File: config.mk
export PLATFORM = sky130hd
export DESIGN_NAME = framed_packet_receiver_crc16
export DESIGN_NICKNAME = d
export VERILOG_FILES = /design/src/sv/frx_pkg.sv /design/src/sv/framed_packet_receiver_crc16.sv
export SDC_FILE = /design/constraint.sdc
export NUM_CORES = 1
export LEC_CHECK = 0
export BUFFER_PORTS_ARGS = -buffer_cell sky130_fd_sc_hd__clkbuf_2
export CAP_MARGIN = 20
export CORE_MARGIN = 3
export CORE_UTILIZATION = 37
export CTS_BUF_LIST = sky130_fd_sc_hd__clkbuf_4 sky130_fd_sc_hd__clkbuf_8
export DETAILED_ROUTE_END_ITERATION = 10
export GPL_ROUTABILITY_DRIVEN = 0
export PLACE_DENSITY = 0.6
export SKIP_LAST_GASP = 1
export SLEW_MARGIN = 40
export SYNTH_ARGS = -nofsm -noshare
export SYNTH_HDL_FRONTEND = slang
export SYNTH_SLANG_ARGS = --single-unit
File: constraint.sdc
create_clock -name clk -period 5.65 [get_ports clk]
set_input_delay 0.2825 -clock clk [delete_from_list [all_inputs] [get_ports clk]]
set_output_delay 0.2825 -clock clk [all_outputs]
set_load 0.01 [all_outputs]
File: src/sv/frx_pkg.sv
// Package for the framed packet receiver: frame phase encoding, register
// indexes, reset values and the byte-wide CRC-16/XMODEM update.
// No dependencies.
`default_nettype none

package frx_pkg;

  typedef enum logic [2:0] {
    PH_HUNT = 3'd0,
    PH_LEN1 = 3'd1,
    PH_LEN2 = 3'd2,
    PH_BODY = 3'd3,
    PH_CRC  = 3'd4,
    PH_END  = 3'd5
  } phase_t;

  localparam int unsigned ADDR_W = 3;

  typedef enum logic {
    REG_START = 1'b0,
    REG_END   = 1'b1
  } reg_idx_t;

  localparam logic [7:0]  START_BYTE_RST = 8'h02;
  localparam logic [7:0]  END_BYTE_RST   = 8'h03;
  localparam logic [15:0] CRC_POLY       = 16'h1021;
  localparam logic [15:0] MAX_PAYLOAD    = 16'd256;

  // One byte of CRC-16/XMODEM, MSB first.
  function automatic logic [15:0] crc16_byte(input logic [15:0] crc_in,
                                             input logic [7:0]  data);
    logic [15:0] c;
    c = crc_in ^ {data, 8'h00};
    for (int k = 0; k < 8; k++) begin
      if (c[15]) begin
        c = {c[14:0], 1'b0} ^ CRC_POLY;
      end else begin
        c = {c[14:0], 1'b0};
      end
    end
    return c;
  endfunction

endpackage

`default_nettype wire

File: src/sv/framed_packet_receiver_crc16.sv
// Framed packet receiver: start byte, doubled length, payload, CRC-16/XMODEM,
// end byte. Depends on frx_pkg.
//
// Throughput: one byte per cycle, back to back, while the input is not stalled.
// A result is registered when its end byte is accepted.
// A second result register (skid) lets the input keep running while a result
// waits; the input stalls only while that skid register is full.
// Reset is synchronous, active low: hunting, all deframer state zero, registers at
// start 0x02 and end 0x03.
`default_nettype none

module framed_packet_receiver_crc16 (
  input  wire logic                       clk,
  input  wire logic                       rst_n,
  // Byte input channel.
  input  wire logic                       in_valid,
  output logic                            in_stall,
  input  wire logic [7:0]                 in_rx_byte,
  // Result channel.
  output logic                            out_valid,
  input  wire logic                       out_stall,
  output logic                            out_status,
  output logic [7:0]                      out_command,
  output logic [31:0]                     out_data_word,
  output logic [8:0]                      out_payload_length,
  // Configuration port.
  input  wire logic                       psel,
  input  wire logic                       penable,
  input  wire logic                       pwrite,
  input  wire logic [frx_pkg::ADDR_W-1:0] paddr,
  input  wire logic [31:0]                pwdata,
  output logic [31:0]                     prdata,
  output logic                            pready
);

  // ---------------------------------------------------------------------
  // Configuration registers. Register index is address bit 2, the low bit of the word address.
  // ---------------------------------------------------------------------
  logic [7:0] start_byte_r;
  logic [7:0] end_byte_r;
  logic       cfg_we;
  frx_pkg::reg_idx_t cfg_idx;

  assign pready  = 1'b1;
  assign cfg_we  = psel && penable && pwrite;
  assign cfg_idx = frx_pkg::reg_idx_t'(paddr[2]);

  always_ff @(posedge clk) begin
    if (!rst_n) begin
      start_byte_r <= frx_pkg::START_BYTE_RST;
      end_byte_r   <= frx_pkg::END_BYTE_RST;
    end else if (cfg_we) begin
      unique case (cfg_idx)
        frx_pkg::REG_START: start_byte_r <= pwdata[7:0];
        frx_pkg::REG_END:   end_byte_r   <= pwdata[7:0];
        default: ;
      endcase
    end
  end

  always_comb begin
    unique case (cfg_idx)
      frx_pkg::REG_START: prdata = {24'd0, start_byte_r};
      frx_pkg::REG_END:   prdata = {24'd0, end_byte_r};
      default:            prdata = 32'd0;
    endcase
  end

  // ---------------------------------------------------------------------
  // Deframer state.
  // ---------------------------------------------------------------------
  frx_pkg::phase_t phase_r, phase_nxt;
  logic [15:0] frame_len_r, frame_len_nxt;
  logic [7:0]  len2_lo_r, len2_lo_nxt;
  logic        half_r, half_nxt;
  logic [15:0] left_r, left_nxt;
  logic [15:0] crc_r, crc_nxt;
  logic [7:0]  cmd_r, cmd_nxt;
  logic [31:0] staged_r, staged_nxt;
  logic [31:0] held_r, held_nxt;

  logic        in_acc;
  logic        res_valid;
  logic        res_status;
  logic [15:0] crc_step;
  logic [15:0] pos;
  logic [15:0] len2;
  logic [15:0] ndata;
  logic [16:0] crc_cnt;
  logic [31:0] upd_mask;

  assign in_acc   = in_valid && !in_stall;
  assign crc_step = frx_pkg::crc16_byte(crc_r, in_rx_byte);
  // Position of this byte inside the payload; zero is the command byte.
  assign pos      = frame_len_r - left_r;
  assign len2     = {in_rx_byte, len2_lo_r};
  assign ndata    = frame_len_r - 16'd1;
  assign crc_cnt  = {1'b0, left_r} + 17'd1;

  // Bytes of the held word that a good frame overwrites.
  always_comb begin
    case (ndata)
      16'd0:   upd_mask = 32'h0000_0000;
      16'd1:   upd_mask = 32'h0000_00FF;
      16'd2:   upd_mask = 32'h0000_FFFF;
      16'd3:   upd_mask = 32'h00FF_FFFF;
      default: upd_mask = 32'hFFFF_FFFF;
    endcase
  end

  always_comb begin
    phase_nxt     = phase_r;
    frame_len_nxt = frame_len_r;
    len2_lo_nxt   = len2_lo_r;
    half_nxt      = half_r;
    left_nxt      = left_r;
    crc_nxt       = crc_r;
    cmd_nxt       = cmd_r;
    staged_nxt    = staged_r;
    held_nxt      = held_r;
    res_valid     = 1'b0;
    res_status    = 1'b0;

    if (in_acc) begin
      unique case (phase_r)
        frx_pkg::PH_LEN1: begin
          if (!half_r) begin
            frame_len_nxt = {8'd0, in_rx_byte};
            half_nxt      = 1'b1;
          end else begin
            frame_len_nxt = {in_rx_byte, frame_len_r[7:0]};
            left_nxt      = {in_rx_byte, frame_len_r[7:0]};
            staged_nxt    = 32'd0;
            cmd_nxt       = 8'd0;
            crc_nxt       = 16'd0;
            half_nxt      = 1'b0;
            phase_nxt     = frx_pkg::PH_LEN2;
          end
        end
        frx_pkg::PH_LEN2: begin
          if (!half_r) begin
            len2_lo_nxt = in_rx_byte;
            half_nxt    = 1'b1;
          end else begin
            half_nxt = 1'b0;
            // Mismatched copies or an out-of-range length drop the frame.
            if (len2 != frame_len_r || frame_len_r == 16'd0 ||
                frame_len_r > frx_pkg::MAX_PAYLOAD) begin
              phase_nxt     = frx_pkg::PH_HUNT;
              frame_len_nxt = 16'd0;
              len2_lo_nxt   = 8'd0;
              left_nxt      = 16'd0;
            end else begin
              phase_nxt = frx_pkg::PH_BODY;
            end
          end
        end
        frx_pkg::PH_BODY: begin
          case (pos)
            16'd0:   cmd_nxt = in_rx_byte;
            16'd1:   staged_nxt = staged_r | {24'd0, in_rx_byte};
            16'd2:   staged_nxt = staged_r | {16'd0, in_rx_byte, 8'd0};
            16'd3:   staged_nxt = staged_r | {8'd0, in_rx_byte, 16'd0};
            16'd4:   staged_nxt = staged_r | {in_rx_byte, 24'd0};
            default: ;
          endcase
          crc_nxt  = crc_step;
          left_nxt = left_r - 16'd1;
          if (left_r == 16'd1) begin
            phase_nxt = frx_pkg::PH_CRC;
          end
        end
        frx_pkg::PH_CRC: begin
          crc_nxt  = crc_step;
          left_nxt = crc_cnt[15:0];
          if (crc_cnt >= 17'd2) begin
            left_nxt  = 16'd0;
            phase_nxt = frx_pkg::PH_END;
          end
        end
        frx_pkg::PH_END: begin
          phase_nxt     = frx_pkg::PH_HUNT;
          frame_len_nxt = 16'd0;
          if (in_rx_byte != end_byte_r) begin
            left_nxt = 16'd0;
          end else begin
            res_valid  = 1'b1;
            res_status = (crc_r != 16'd0);
            if (crc_r == 16'd0) begin
              held_nxt = (held_r & ~upd_mask) | (staged_r & upd_mask);
            end
          end
        end
        default: begin
          // Hunting; unused codes behave the same way.
          phase_nxt = frx_pkg::PH_HUNT;
          if (in_rx_byte == start_byte_r) begin
            phase_nxt     = frx_pkg::PH_LEN1;
            frame_len_nxt = 16'd0;
            half_nxt      = 1'b0;
          end
        end
      endcase
    end
  end

  always_ff @(posedge clk) begin
    if (!rst_n) begin
      phase_r     <= frx_pkg::PH_HUNT;
      frame_len_r <= 16'd0;
      len2_lo_r   <= 8'd0;
      half_r      <= 1'b0;
      left_r      <= 16'd0;
      crc_r       <= 16'd0;
      cmd_r       <= 8'd0;
      staged_r    <= 32'd0;
      held_r      <= 32'd0;
    end else begin
      phase_r     <= phase_nxt;
      frame_len_r <= frame_len_nxt;
      len2_lo_r   <= len2_lo_nxt;
      half_r      <= half_nxt;
      left_r      <= left_nxt;
      crc_r       <= crc_nxt;
      cmd_r       <= cmd_nxt;
      staged_r    <= staged_nxt;
      held_r      <= held_nxt;
    end
  end

  // ---------------------------------------------------------------------
  // Result path: output register plus one skid register. The skid only
  // fills when a new result arrives while the output is stalled, and the
  // input is stalled while it is full, so no result is ever dropped.
  // ---------------------------------------------------------------------
  logic        out_valid_r;
  logic        out_status_r;
  logic [7:0]  out_cmd_r;
  logic [31:0] out_word_r;
  logic [8:0]  out_len_r;
  logic        skid_valid_r;
  logic        skid_status_r;
  logic [7:0]  skid_cmd_r;
  logic [31:0] skid_word_r;
  logic [8:0]  skid_len_r;
  logic        out_free;

  assign out_free = !out_valid_r || !out_stall;

  always_ff @(posedge clk) begin
    if (!rst_n) begin
      out_valid_r  <= 1'b0;
      skid_valid_r <= 1'b0;
    end else if (out_free) begin
      out_valid_r  <= skid_valid_r || res_valid;
      skid_valid_r <= 1'b0;
    end else if (res_valid) begin
      skid_valid_r <= 1'b1;
    end
  end

  always_ff @(posedge clk) begin
    if (out_free) begin
      if (skid_valid_r) begin
        out_status_r <= skid_status_r;
        out_cmd_r    <= skid_cmd_r;
        out_word_r   <= skid_word_r;
        out_len_r    <= skid_len_r;
      end else if (res_valid) begin
        out_status_r <= res_status;
        out_cmd_r    <= cmd_r;
        out_word_r   <= held_nxt;
        out_len_r    <= frame_len_r[8:0];
      end
    end else if (res_valid) begin
      skid_status_r <= res_status;
      skid_cmd_r    <= cmd_r;
      skid_word_r   <= held_nxt;
      skid_len_r    <= frame_len_r[8:0];
    end
  end

  assign in_stall           = skid_valid_r;
  assign out_valid          = out_valid_r;
  assign out_status         = out_status_r;
  assign out_command        = out_cmd_r;
  assign out_data_word      = out_word_r;
  assign out_payload_length = out_len_r;

  // ---------------------------------------------------------------------
  // Assertions.
  // ---------------------------------------------------------------------
  // The skid register only holds a result behind a full output register.
  a_skid_behind_out: assert property (@(posedge clk) disable iff (!rst_n)
    skid_valid_r |-> out_valid_r)
    else $error("skid register full while output register empty");

  // A new result only follows an accepted end byte.
  a_result_source: assert property (@(posedge clk) disable iff (!rst_n)
    $rose(out_valid_r) |-> $past(in_acc && phase_r == frx_pkg::PH_END))
    else $error("result appeared without an accepted end byte");

  // While the payload is read there is always at least one byte left.
  a_body_count: assert property (@(posedge clk) disable iff (!rst_n)
    (phase_r == frx_pkg::PH_BODY) |-> (left_r != 16'd0))
    else $error("payload phase with no bytes left");

endmodule

`default_nettype wire

-- Word level (Yosys, flattened, before mapping)
Index checks and enable logic that the tools add are counted.
- shifts and indexed selects: 0
- eq/ne operators: 26
- divide/modulo/power cells: 0
- muxes and demuxes: 57
- add/subtract/negate cells: 4
- $lt $le $gt $ge: 2
- multipliers: 0
- bitwise operators: 22
- reduce and logical (&&, ||, !) cells: 38
- operator list (cell ; count):
    one-hot mux 32 bit (4 select lines) ; 2
    2-to-1 mux 32 bit ; 7
    2-to-1 mux 16 bit ; 8
    one-hot mux 32 bit (2 select lines) ; 2
    2-to-1 mux 13 bit ; 8
    one-hot mux 16 bit (5 select lines) ; 1
    bitwise AND 32 bit ; 2
    == test 16 x 2 -> 1 bit (second input constant) ; 4
    zero test 16 bit ; 4
    bitwise OR 32 bit ; 2
    one-hot mux 16 bit (4 select lines) ; 1
    == test 16 x 1 -> 1 bit (second input constant) ; 3
    2-to-1 mux 8 bit ; 6
    NOT 32 bit ; 1
    bitwise OR 32 x 16 -> 32 bit ; 1
    bitwise OR 32 x 24 -> 32 bit ; 1
    bitwise OR 32 x 8 -> 32 bit ; 1
    one-hot mux 16 bit (2 select lines) ; 1
    subtractor 16 x 1 -> 16 bit (second input constant) ; 2
    NOT 3 bit ; 8
    2-to-1 mux 9 bit ; 2
    adder 16 x 1 -> 17 bit (second input constant) ; 1
    greater-or-equal comparator 17 x 2 -> 1 bit (second input constant) ; 1
    == test 16 x 3 -> 1 bit (second input constant) ; 1
    33 further kinds ; 79
- output and inout bits: 85
- bits of input ports: 50
- ROM bits: 0
- bits in latches: 0
- bits in writable memories: 0
- bits in registers: 250
- word-level logic and storage cells: 171
- memories kept: 0

-- Longest topological paths before layout
Gate-level depths: netlist (run 1).
- depth after elaboration: 18
- gate-level depth with buffers: 12
- gate-level depth less buffers: 10

-- Least setup slack after synthesis (run 1)
Ideal clock, no wire load.
- path type: input to register
- start: in in_rx_byte[4]
- end: reg skid_cmd_r[0], enable pin
- setup time: 519 ps
- cell stages on the path: 5
- buffers on the path: 1
- arrival: 4709 ps
- required time: 5131 ps
- path slack: 422 ps
- cell sequence: clkbuf_1 xnor2_1 nand3_1 or3_1 nor3_1
- cells in the longest elaborated chain, start to end: 5
- RTL lines (item ; line ; text):
    start: declaration ; framed_packet_receiver_crc16.sv:18 ; input wire logic [7:0] in_rx_byte,
    inequality test 8 bit ; framed_packet_receiver_crc16.sv:184 ; if (in_rx_byte != end_byte_r) begin
    2-to-1 mux 1 bit ; framed_packet_receiver_crc16.sv:184 ;
    2-to-1 mux 1 bit ; framed_packet_receiver_crc16.sv:125 ; unique case (phase_r)
    2-to-1 mux 1 bit ; framed_packet_receiver_crc16.sv:124 ; if (in_acc) begin
    AND reduction 2 bit (no line) ; n/a ;
    end signal: assignment ; framed_packet_receiver_crc16.sv:277 ; skid_cmd_r <= cmd_r;
    end: declaration ; framed_packet_receiver_crc16.sv:243 ; logic [7:0] skid_cmd_r;
Every way passes these cells.
A chain may end at the register's enable or synchronous reset.

-- Final worst setup path (run 1)
- start: reg frame_len_r[0]
- end: reg staged_r[6]
- cells in the longest elaborated chain, start to end: 4
- elaborated cells on any way between the ends: 9
- classes of those cells: add/sub: 1; eq/ne: 5; mux: 2; reduce/logical: 1
- RTL lines (item ; line ; text):
    start: declaration ; framed_packet_receiver_crc16.sv:73 ; logic [15:0] frame_len_r, frame_len_nxt;
    start signal: assignment ; framed_packet_receiver_crc16.sv:220 ; frame_len_r <= frame_len_nxt;
    subtractor 16 bit (*) ; framed_packet_receiver_crc16.sv:95 ; assign pos = frame_len_r - left_r;
    == test 16 x 3 -> 1 bit (tied with other cells) ; framed_packet_receiver_crc16.sv:159 ; case (pos)
    one-hot mux 32 bit (4 select lines) or inequality test 5 x 1 -> 1 bit (tied branches) ; n/a ;
    one-hot mux 32 bit (2 select lines) or AND reduction 4 bit (tied branches) ; n/a ;
    end signal: assignment ; framed_packet_receiver_crc16.sv:226 ; staged_r <= staged_nxt;
    end: declaration ; framed_packet_receiver_crc16.sv:79 ; logic [31:0] staged_r, staged_nxt;
Every way passes the cells marked *; elsewhere a longest branch is shown, timed or not.

==> reports/qor.tcl, run 1 <==
set qor(outcome) {finished, final reports clean}
set qor(postRouteWirelength_mm) 29.7
set qor(grt_pass1_wl_mm) 46.2
set qor(initial_antenna_violation_count) 0
set qor(postSynthCellCount) 1194
set qor(endpoint_kind) {flop}
set qor(path_clk_slew_ns) 0.06
set qor(timing.hold.worst_path_depth) 3
set qor(io-pin-count) 135
set qor(share_of_final_layout_standard_cells_stronger_than_drive_strength_1_pct) 18.7
set qor(clk_path_buf_depth) 3
set qor(groute.usage.overall_pct) 16.8
set qor(synth-warning-count) 0
set qor(worst-endpoint-required_ns) 6.11
set qor(tightest_slew_ns) 0.805
set qor(post-dp-hpwl_mm) 20.1
set qor(grt_max_degree) 56
set qor(worst_r2r_src) {frame_len_r[0]}
set qor(ir_drop_uv) 163
set qor(worstRegToRegCells) 10
set qor(drt_drc_violations_left) 0
set qor(report.final.slew_viol_count) 0
set qor(hold_viol_final) 0
set qor(maxSlewHeadroom_pct) 46.4
set qor(avgRoutedWirePerCell_um) 17.4
set qor(whs_endpoint) {in_stall}
set qor(ant_nets) 0
set qor(grt_pass1_vias) 8571
set qor(place_inst) 1620
set qor(die_y_um) 186
set qor(routed-via-count) 9010
set qor(fin_cells) 1708
set qor(antenna-diode-count) 0
set qor(finalCritPeriodShare_pct) 67.0
set qor(netlist_area_um2) 12000
set qor(min_from) {out_stall}
set qor(tritoncts_sink_count) 250
set qor(power.total_uw) 4370
set qor(port-buffer-count) 83
set qor(syn_area_per_cell_um2) 10.0
set qor(timing.max_cap.violations) 0
set qor(cp_cell_sequence) {inv_1 > ha_1 > fa_1 > nand2b_1 > a21oi_1 > a221o_1 > nor2_1 > nor4_1 > nand4_1 > o21ai_0}
set qor(grt_setup_unrepaired) {no}
set qor(synth_enable_flop_cells) 100
set qor(p_leak_uw) 0.00575
set qor(h-tree-depth) 2
set qor(cts_tree) {done}
set qor(cp_data_arrival_time_ns) 4.25
set qor(setup.worst_path.class) {flop to flop}
set qor(area.growth.synth_to_final_pct) 14.4
set qor(fin_worst_skew_ns) 0.0221
set qor(total_iterations_of_the_first_detailed_routing_run) 5
set qor(yosys_most_used_dff) {sky130_fd_sc_hd__dfxtp_1}
set qor(tritoncts_buffers) 43
set qor(crit_path_start_kind) {flop}
set qor(clock_latency_on_the_worst_skew_pair_ns) 0.56
set qor(initial_core_utilization_pct) 37.8
set qor(synth_top_area_share_pct) 25.1
set qor(num_rows) 65
set qor(fin_crit_ns) 3.79
set qor(ctsRootBufferMaster) {sky130_fd_sc_hd__clkbuf_8}
set qor(mostFrequentLayoutCells) {149 x sky130_fd_sc_hd__dfxtp_1, 117 x sky130_fd_sc_hd__nand2_1, 105 x sky130_fd_sc_hd__nor2_1}
set qor(fp.dieArea_um2) 34600
set qor(placement.setup.worst_slack_ns) 1.81
set qor(cp_max_fo) 9
set qor(min_path_type) {primary input to flop}
set qor(synth.top_cells.by_area) {sky130_fd_sc_hd__dfxtp_1 25%, sky130_fd_sc_hd__edfxtp_1 25%, sky130_fd_sc_hd__mux2_2 4.7%}
set qor(asyncSetResetFlopFracSynth_pct) 0
set qor(chipWidth_um) 186
set qor(nets) 1342
set qor(synth-seq-cells) 250
set qor(slowest_stage) {sky130_fd_sc_hd__nor4_1}
set qor(r2r_setup_slack_ns) 1.86
set qor(power_per_cell_area_nw_per_um2) 319
set qor(finalWorstSetupSlack_ns) 1.86
set qor(worst_r2r_endpoint) {staged_r[6]}
set qor(setup-tns-final_ns) 0
set qor(drt-vias-per-instance) 5.28
set qor(number_of_distinct_library_cells_after_synthesis) 72
set qor(setup_violations) 0
set qor(synthDominantAreaCellType) {sky130_fd_sc_hd__dfxtp_1}
set qor(floorplan.core_area_um2) 31700
set qor(timing.fmax_mhz) 264
set qor(max_stage_delay_ns) 0.68
set qor(globalRoute.totalOverflow) 0
set qor(most_common_cell_after_layout_fill_and_taps_aside) {sky130_fd_sc_hd__dfxtp_1}
set qor(drtIter0Drc) 607
set qor(synth-seq-area-share_pct) 50.2
==> timing repair <==
action                                  4_1_cts  5_1_grt
hold buffers                                  8        0
hold endpoints to repair                     16        0
endpoints found under the setup margin        0        0
setup buffers                                 0        0
resized for setup                             0        0
==> layer usage <==
layer  vias to the layer above  part of all wire [%]  track usage [%]
met5                         -                     0                0
met3                        52                   5.7             3.15
li1                       4369                     -                -
met2                       279                    47             28.0
met4                         0                   2.2             4.83
met1                      4310                    46             22.3
==> flip-flops by register name, summed over array words and instances, names as in the netlist, 3 cells and up <==
| signal | count |
|---|---|
| skid_len_r | 9 |
| out_command | 8 |
| left_r | 16 |
| held_r | 32 |
| crc_r | 16 |
| skid_cmd_r | 8 |
| out_payload_length | 9 |
| out_data_word | 32 |
| len2_lo_r | 8 |
| end_byte_r | 8 |
| staged_r | 32 |
| frame_len_r | 16 |
| phase_r | 3 |
| skid_word_r | 32 |
| cmd_r | 8 |
| start_byte_r | 8 |
==> report_power, final <==
part / internal (µW) / total [µW] / switching (µW)
Clock: 1100 / 1850 / 745
Sequential: 1880 / 1930 / 42.6
Combinational: 222 / 596 / 375
==> kinds of logic (layout without fill, tap and decap cells) <==
kind of cell | Yosys count | after routing | synth area share [%]
AOI/OAI and AO/OA | 224 | 224 | 13.0
xor gates and xnor gates | 72 | 72 | 5.27
adders and majority gates | 21 | 21 | 2.26
DFF | 250 | 250 | 50.2
muxes | 99 | 99 | 8.84
and+or+nand+nor | 367 | 367 | 14.3
other | 2 | 25 | 0.0627
buffers and inverters | 159 | 248 | 6.10
==> stage by stage <==
step | area (µm²) | utilization [%] | hold WS [ns]
5_1_grt | 13700 | 43.2 | 0.0677
4_1_cts | 13700 | 43.2 | 0.0522
3_3_place_gp | 12600 | 39.7 | 0.433
2_1_floorplan | 12100 | - | 0.406
6_report | 13700 | 43.2 | 0.0779
3_5_place_dp | 12600 | 39.7 | 0.442
==> worst max-delay path: cells and delay by family, from the launching register on <==
family                   cells  cell delay (ns)
AO/OA/AOI/OAI                3             0.78
adder cells (fa/ha/maj)      2             0.69
flip-flops                   1             0.57
AND/OR/NAND/NOR              4             1.45
buffers and inverters        1             0.21
==> worst max path at each step <==
stage,from,end
6_report,frame_len_r[0],staged_r[6]
5_1_grt,frame_len_r[0],staged_r[23]
4_1_cts,frame_len_r[0],staged_r[23]
3_5_place_dp,frame_len_r[0],staged_r[23]
3_3_place_gp,frame_len_r[0],staged_r[19]
2_1_floorplan,in_rx_byte[4],skid_cmd_r[0]
==> final cells by class <==
cell class,count,area [µm²]
timing repair buffer,99,556
tap,402,503
clock buffer,71,896
inverter,69,259
clock inverter,9,113
fill,3028,18000
multi-input combinational,808,5370
sequential,250,6010
==> cells in the mapped netlist, types with 30 or more instances <==
library cell / instances
sky130_fd_sc_hd__o21ai_0: 49
sky130_fd_sc_hd__mux2i_1: 48
sky130_fd_sc_hd__xor2_1: 30
sky130_fd_sc_hd__edfxtp_1: 100
sky130_fd_sc_hd__clkbuf_1: 57
sky130_fd_sc_hd__inv_1: 65
sky130_fd_sc_hd__a22oi_1: 39
sky130_fd_sc_hd__a21oi_1: 38
sky130_fd_sc_hd__nand2_1: 117
sky130_fd_sc_hd__nor2_1: 108
sky130_fd_sc_hd__xnor2_1: 42
sky130_fd_sc_hd__dfxtp_1: 150
sky130_fd_sc_hd__mux2_2: 50
Note: power is estimated with default switching activity, not from simulation.
==> run 2, diff against run 1 <==
--- a/config.mk
+++ b/config.mk
@@ -12,7 +12,7 @@
 export CTS_BUF_LIST = sky130_fd_sc_hd__clkbuf_4 sky130_fd_sc_hd__clkbuf_8
 export DETAILED_ROUTE_END_ITERATION = 10
 export GPL_ROUTABILITY_DRIVEN = 0
-export PLACE_DENSITY = 0.6
+export PLACE_DENSITY = 0.62
 export SKIP_LAST_GASP = 1
 export SLEW_MARGIN = 40
 export SYNTH_ARGS = -nofsm -noshare
==> constraint.sdc (replaced) <==
create_clock -name clk -period 3.46 [get_ports clk]
set_input_delay 0.173 -clock clk [delete_from_list [all_inputs] [get_ports clk]]
set_output_delay 0.173 -clock clk [all_outputs]
set_load 0.01 [all_outputs]
==> reports/qor.tcl, run 2 (synthesis results as in run 1) <==
set qor(outcome) {finished, final reports clean}
set qor(grt_pass1_vias) 8682
set qor(finalWorstSetupSlack_ns) 0.210
set qor(tritoncts_sink_count) 250
set qor(multi_input_combinational_cell_area_um2) 5360
set qor(critPathLaunch) {frame_len_r[4]}
set qor(postRouteWirelength_mm) 30.2
set qor(swShare_pct) 26.9
set qor(ant_nets) 0
set qor(cts_post_setup_buffers_inserted) 0
set qor(report.final.slew_viol_count) 0
set qor(kind_of_cell_adding_the_most_delay_to_the_critical_path) {simple AND/OR/NAND/NOR gates}
set qor(clock_power_share_pct) 41.3
set qor(cp_max_fo) 5
set qor(groute.usage.overall_pct) 17.3
set qor(avgRoutedWirePerCell_um) 17.2
set qor(drt_drc_violations_left) 0
set qor(mostFrequentLayoutCells) {149 x sky130_fd_sc_hd__dfxtp_1, 117 x sky130_fd_sc_hd__nand2_1, 107 x sky130_fd_sc_hd__nor2_1}
set qor(cp_data_arrival_time_ns) 3.52
set qor(grt_pass1_wl_mm) 47.2
set qor(die_y_um) 186
set qor(p_leak_uw) 0.00596
set qor(drt-vias-per-instance) 5.23
set qor(ir_drop_uv) 271
set qor(min_path_type) {primary input to flop}
set qor(io-pin-count) 135
set qor(placement.setup.worst_slack_ns) 0.252
set qor(fp.dieArea_um2) 34600
set qor(endpoint_kind) {flop}
set qor(nets) 1384
set qor(setup.worst_path.class) {flop to flop}
set qor(p_sw_uw) 1920
set qor(grt_max_degree) 71
set qor(finalCritPeriodShare_pct) 93.9
set qor(tritoncts_buffers) 42
set qor(port-buffer-count) 83
set qor(chipWidth_um) 186
set qor(area.growth.synth_to_final_pct) 17.2
set qor(fin_area_um2) 14000
set qor(cp_num_buf_inv) 1
set qor(pwr-share-seq_pct) 43.8
set qor(worst-endpoint-required_ns) 3.73
set qor(cp_cell_sequence) {or4_1 > nor3_1 > xor2_1 > or4_1 > o31ai_4 > buf_4 > mux2i_1 > mux2i_1}
set qor(share_comb_of_total_power_pct) 14.9
set qor(ff_latch_area_um2) 6010
set qor(placement.cell_area_um2) 13000
set qor(globalRoute.totalOverflow) 0
set qor(fin_worst_skew_ns) 0.0284
set qor(post-dp-hpwl_mm) 20.9
set qor(path_clk_slew_ns) 0.07
set qor(slowest_stage) {sky130_fd_sc_hd__or4_1}
set qor(power_per_cell_area_nw_per_um2) 509
set qor(floorplan.core_area_um2) 31700
set qor(setup-tns-final_ns) 0
set qor(timing.fmax_mhz) 308
set qor(clock_latency_on_the_worst_skew_pair_ns) 0.57
set qor(clk_path_buf_depth) 3
set qor(share_of_final_layout_standard_cells_stronger_than_drive_strength_1_pct) 20.6
set qor(fill_cell_count) 3039
set qor(fin_crit_ns) 3.25
set qor(hold_viol_final) 0
set qor(h-tree-depth) 2
set qor(internal_uw) 5220
set qor(drtIter0Drc) 624
set qor(crit_path_start_kind) {flop}
set qor(num_rows) 65
set qor(routed-via-count) 9152
set qor(timing.max_cap.violations) 0
set qor(setup_violations) 0
set qor(initial_antenna_violation_count) 1
set qor(finish.utilization_pct) 44.3
set qor(grt_setup_unrepaired) {no}
set qor(total_iterations_of_the_first_detailed_routing_run) 5
set qor(initial_core_utilization_pct) 37.8
set qor(tightest_slew_ns) 0.816
set qor(most_common_cell_after_layout_fill_and_taps_aside) {sky130_fd_sc_hd__dfxtp_1}
set qor(max_stage_delay_ns) 0.58
set qor(worst_r2r_src) {frame_len_r[4]}
set qor(min_from) {rst_n}
set qor(cts_tree) {done}
set qor(maxSlewHeadroom_pct) 45.6
set qor(ctsRootBufferMaster) {sky130_fd_sc_hd__clkbuf_8}
-- run 2: final timing paths --
path | slack, ns | depth (start not counted) | to
setup / recovery | 0.21 | 8 | out_data_word[0]
hold / removal | 0.04 | 3 | phase_r[2]
setup reg to reg | 0.21 | 8 | out_data_word[0]
hold reg to reg | 0.46 | 2 | staged_r[30]
-- run 2: worst min-delay path, cell delays in order --
cell                       delay [ns]
sky130_fd_sc_hd__clkbuf_2        0.12
sky130_fd_sc_hd__nand2_1         0.17
sky130_fd_sc_hd__o31ai_1         0.10
-- run 2: timing repair --
item                                    in CTS  in global routing
gates resized for setup                      0                  4
hold endpoints to repair                    17                  0
hold buffers                                 9                  0
endpoints found under the setup margin       0                  8
-- run 2: area by class of cell --
class	count	area share (%)
clock buffer	68	6.04
clock inverter	10	0.909
inverter	69	1.85
multi-input combinational	808	38.2
antenna	1	0.0178
timing repair buffer	142	6.63
tap	402	3.58
sequential	250	42.8
-- run 2: through the flow --
step / std cells / hold WS, ns / total power (µW)
after floorplan: 1217 / 0.297 / 3940
after global placement: 1662 / 0.413 / 4200
after detailed placement: 1662 / 0.414 / 4210
after CTS: 1749 / 0.00665 / 7190
after global routing: 1750 / 0.0338 / 7450
final: 1750 / 0.0438 / 7140
-- run 2: metal layers --
metal / part of all wire [%] / track usage (%) / vias to the layer above
li1: - / - / 4460
met1: 45 / 23.6 / 4303
met2: 44 / 27.1 / 324
met3: 7.1 / 3.38 / 65
met4: 3.5 / 7.00 / 0
met5: 0 / 0 / -
-- run 2: power by group through the flow --
stage                     registers [µW]  clock network [µW]  logic, µW
final                               3130                2950       1060
after global routing                3140                3150       1160
after CTS                           3130                3030       1030
after detailed placement            3190                   0       1020
after global placement              3190                   0       1010
after floorplan                     3160                   0        775
==> run 3, diff against run 2 <==
--- a/config.mk
+++ b/config.mk
@@ -12,7 +12,7 @@
 export CTS_BUF_LIST = sky130_fd_sc_hd__clkbuf_4 sky130_fd_sc_hd__clkbuf_8
 export DETAILED_ROUTE_END_ITERATION = 10
 export GPL_ROUTABILITY_DRIVEN = 0
-export PLACE_DENSITY = 0.62
+export PLACE_DENSITY = 0.6
 export SKIP_LAST_GASP = 1
 export SLEW_MARGIN = 40
 export SYNTH_ARGS = -nofsm -noshare
==> constraint.sdc (replaced) <==
create_clock -name clk -period 3 [get_ports clk]
set_input_delay 0.15 -clock clk [delete_from_list [all_inputs] [get_ports clk]]
set_output_delay 0.15 -clock clk [all_outputs]
set_load 0.01 [all_outputs]
==> reports/qor.tcl, run 3 (synthesis results as in run 1) <==
set qor(power.total_uw) 8220
set qor(most_common_cell_after_layout_fill_and_taps_aside) {sky130_fd_sc_hd__dfxtp_1}
set qor(initial_core_utilization_pct) 37.8
set qor(hold_viol_final) 0
set qor(io-pin-count) 135
set qor(slowest_stage) {sky130_fd_sc_hd__or4_1}
set qor(setup.worst_path.class) {flop to flop}
set qor(fin_crit_ns) 2.88
set qor(routed-via-count) 9398
set qor(fin_worst_skew_ns) 0.0346
set qor(finalWorstSetupSlack_ns) 0.118
set qor(drt-vias-per-instance) 5.23
set qor(path_clk_slew_ns) 0.07
set qor(finalCritPeriodShare_pct) 96.1
set qor(share_of_final_layout_standard_cells_stronger_than_drive_strength_1_pct) 24.4
set qor(cp_data_arrival_time_ns) 3.17
set qor(grt_pass1_vias) 8996
set qor(power_per_cell_area_nw_per_um2) 570
set qor(post-dp-hpwl_mm) 21.8
set qor(timing.fmax_mhz) 347
set qor(initial_antenna_violation_count) 0
set qor(floorplan.core_area_um2) 31700
set qor(finish.utilization_pct) 45.5
set qor(groute.usage.overall_pct) 17.9
set qor(clk_path_buf_depth) 3
set qor(grt_setup_unrepaired) {yes}
set qor(area.growth.synth_to_final_pct) 20.5
set qor(cp_max_fo) 7
set qor(ctsRootBufferMaster) {sky130_fd_sc_hd__clkbuf_8}
set qor(fill_cell_count) 3054
set qor(worst-endpoint-required_ns) 3.29
set qor(total_iterations_of_the_first_detailed_routing_run) 5
set qor(report.final.slew_viol_count) 0
set qor(drtIter0Drc) 840
set qor(postRouteWirelength_mm) 31.4
set qor(grt_max_degree) 80
set qor(max_stage_delay_ns) 0.57
set qor(ant_nets) 0
set qor(endpoint_kind) {flop}
set qor(tritoncts_buffers) 43
set qor(p_leak_uw) 0.00617
set qor(antenna-diode-count) 0
set qor(tightest_slew_ns) 0.675
set qor(die_y_um) 186
set qor(fp.dieArea_um2) 34600
set qor(grt_pass1_wl_mm) 49.1
set qor(tritoncts_sink_count) 250
set qor(ir_drop_uv) 311
set qor(outcome) {finished, final reports clean}
set qor(avgRoutedWirePerCell_um) 17.5
set qor(drt_drc_violations_left) 0
set qor(timing.max_cap.violations) 0
set qor(crit_path_start_kind) {flop}
set qor(critPathMostFrequentCell) {sky130_fd_sc_hd__mux2i_1}
set qor(h-tree-depth) 2
set qor(maxSlewHeadroom_pct) 54.8
set qor(mostFrequentLayoutCells) {149 x sky130_fd_sc_hd__dfxtp_1, 117 x sky130_fd_sc_hd__nand2_1, 106 x sky130_fd_sc_hd__nor2_1}
set qor(chipWidth_um) 186
set qor(nets) 1432
set qor(setup_violations) 0
set qor(placement.setup.worst_slack_ns) -0.0291
set qor(clock_latency_on_the_worst_skew_pair_ns) 0.57
set qor(cp_cell_sequence) {or4_1 > or2_0 > or4_4 > o31ai_4 > buf_6 > mux2i_1 > mux2i_1}
set qor(min_path_type) {primary input to flop}
set qor(globalRoute.totalOverflow) 0
set qor(cts_tree) {done}
set qor(num_rows) 65
set qor(port-buffer-count) 83
## run 3: area by class of cell
cell class | instances | area (µm²) | area share, %
Sequential cell | 250 | 6010 | 41.6
Tap cell | 402 | 503 | 3.48
Inverter | 69 | 259 | 1.79
Timing Repair Buffer | 189 | 1290 | 8.95
Clock buffer | 67 | 810 | 5.61
Clock inverter | 12 | 104 | 0.719
Multi-Input combinational cell | 808 | 5460 | 37.8
## run 3: path summary, 6_finish.rpt
path	end	slack, ns	start	depth (start not counted)
max reg2reg	out_data_word[1]	0.12	frame_len_r[4]	7
min reg2reg	staged_r[14]	0.45	staged_r[14]	2
min	len2_lo_r[0]	0.05	in_rx_byte[0]	3
max	out_data_word[1]	0.12	frame_len_r[4]	7
## run 3: metal layers
| layer | routed length, µm | vias to the layer above | GRT usage [%] |
|---|---|---|---|
| met3 | 2060 | 82 | 3.19 |
| met5 | 0 | - | 0 |
| met4 | 1090 | 0 | 6.73 |
| li1 | - | 4547 | - |
| met2 | 14100 | 331 | 28.3 |
| met1 | 14200 | 4438 | 24.5 |
## run 3: what timing repair did
item	CTS	global route
setup buffers	0	1
hold endpoints to repair	18	0
hold buffers	9	0
resized for setup	1	26
pin swaps	0	4
endpoints found under the setup margin	5	92
## run 3: stage by stage
step                instance area, µm²  TNS, ns  cells  hold WS (ns)
CTS                              14300  -0.0205   1796        0.0353
floorplan                        12100  -0.0209   1217         0.274
global placement                 13300        0   1708         0.390
finish                           14400        0   1797        0.0472
detailed placement               13300   -0.100   1708         0.393
global route                     14400  -0.0487   1797        0.0553
## run 3: worst max-delay path: cells and delay by family (launching register included)
kind                   cells  cell delay [ns]
AO/OA/AOI/OAI              1             0.25
buffers and inverters      1             0.19
flip-flops                 1             0.31
multiplexers               2             0.46
AND/OR/NAND/NOR            3             1.39
## run 3: where the power goes
part	internal (µW)	leakage [µW]	total [µW]	switching [µW]
clock network	1830	0.000491	3230	1410
logic	581	0.00346	1400	819
registers	3550	0.00221	3590	39.8
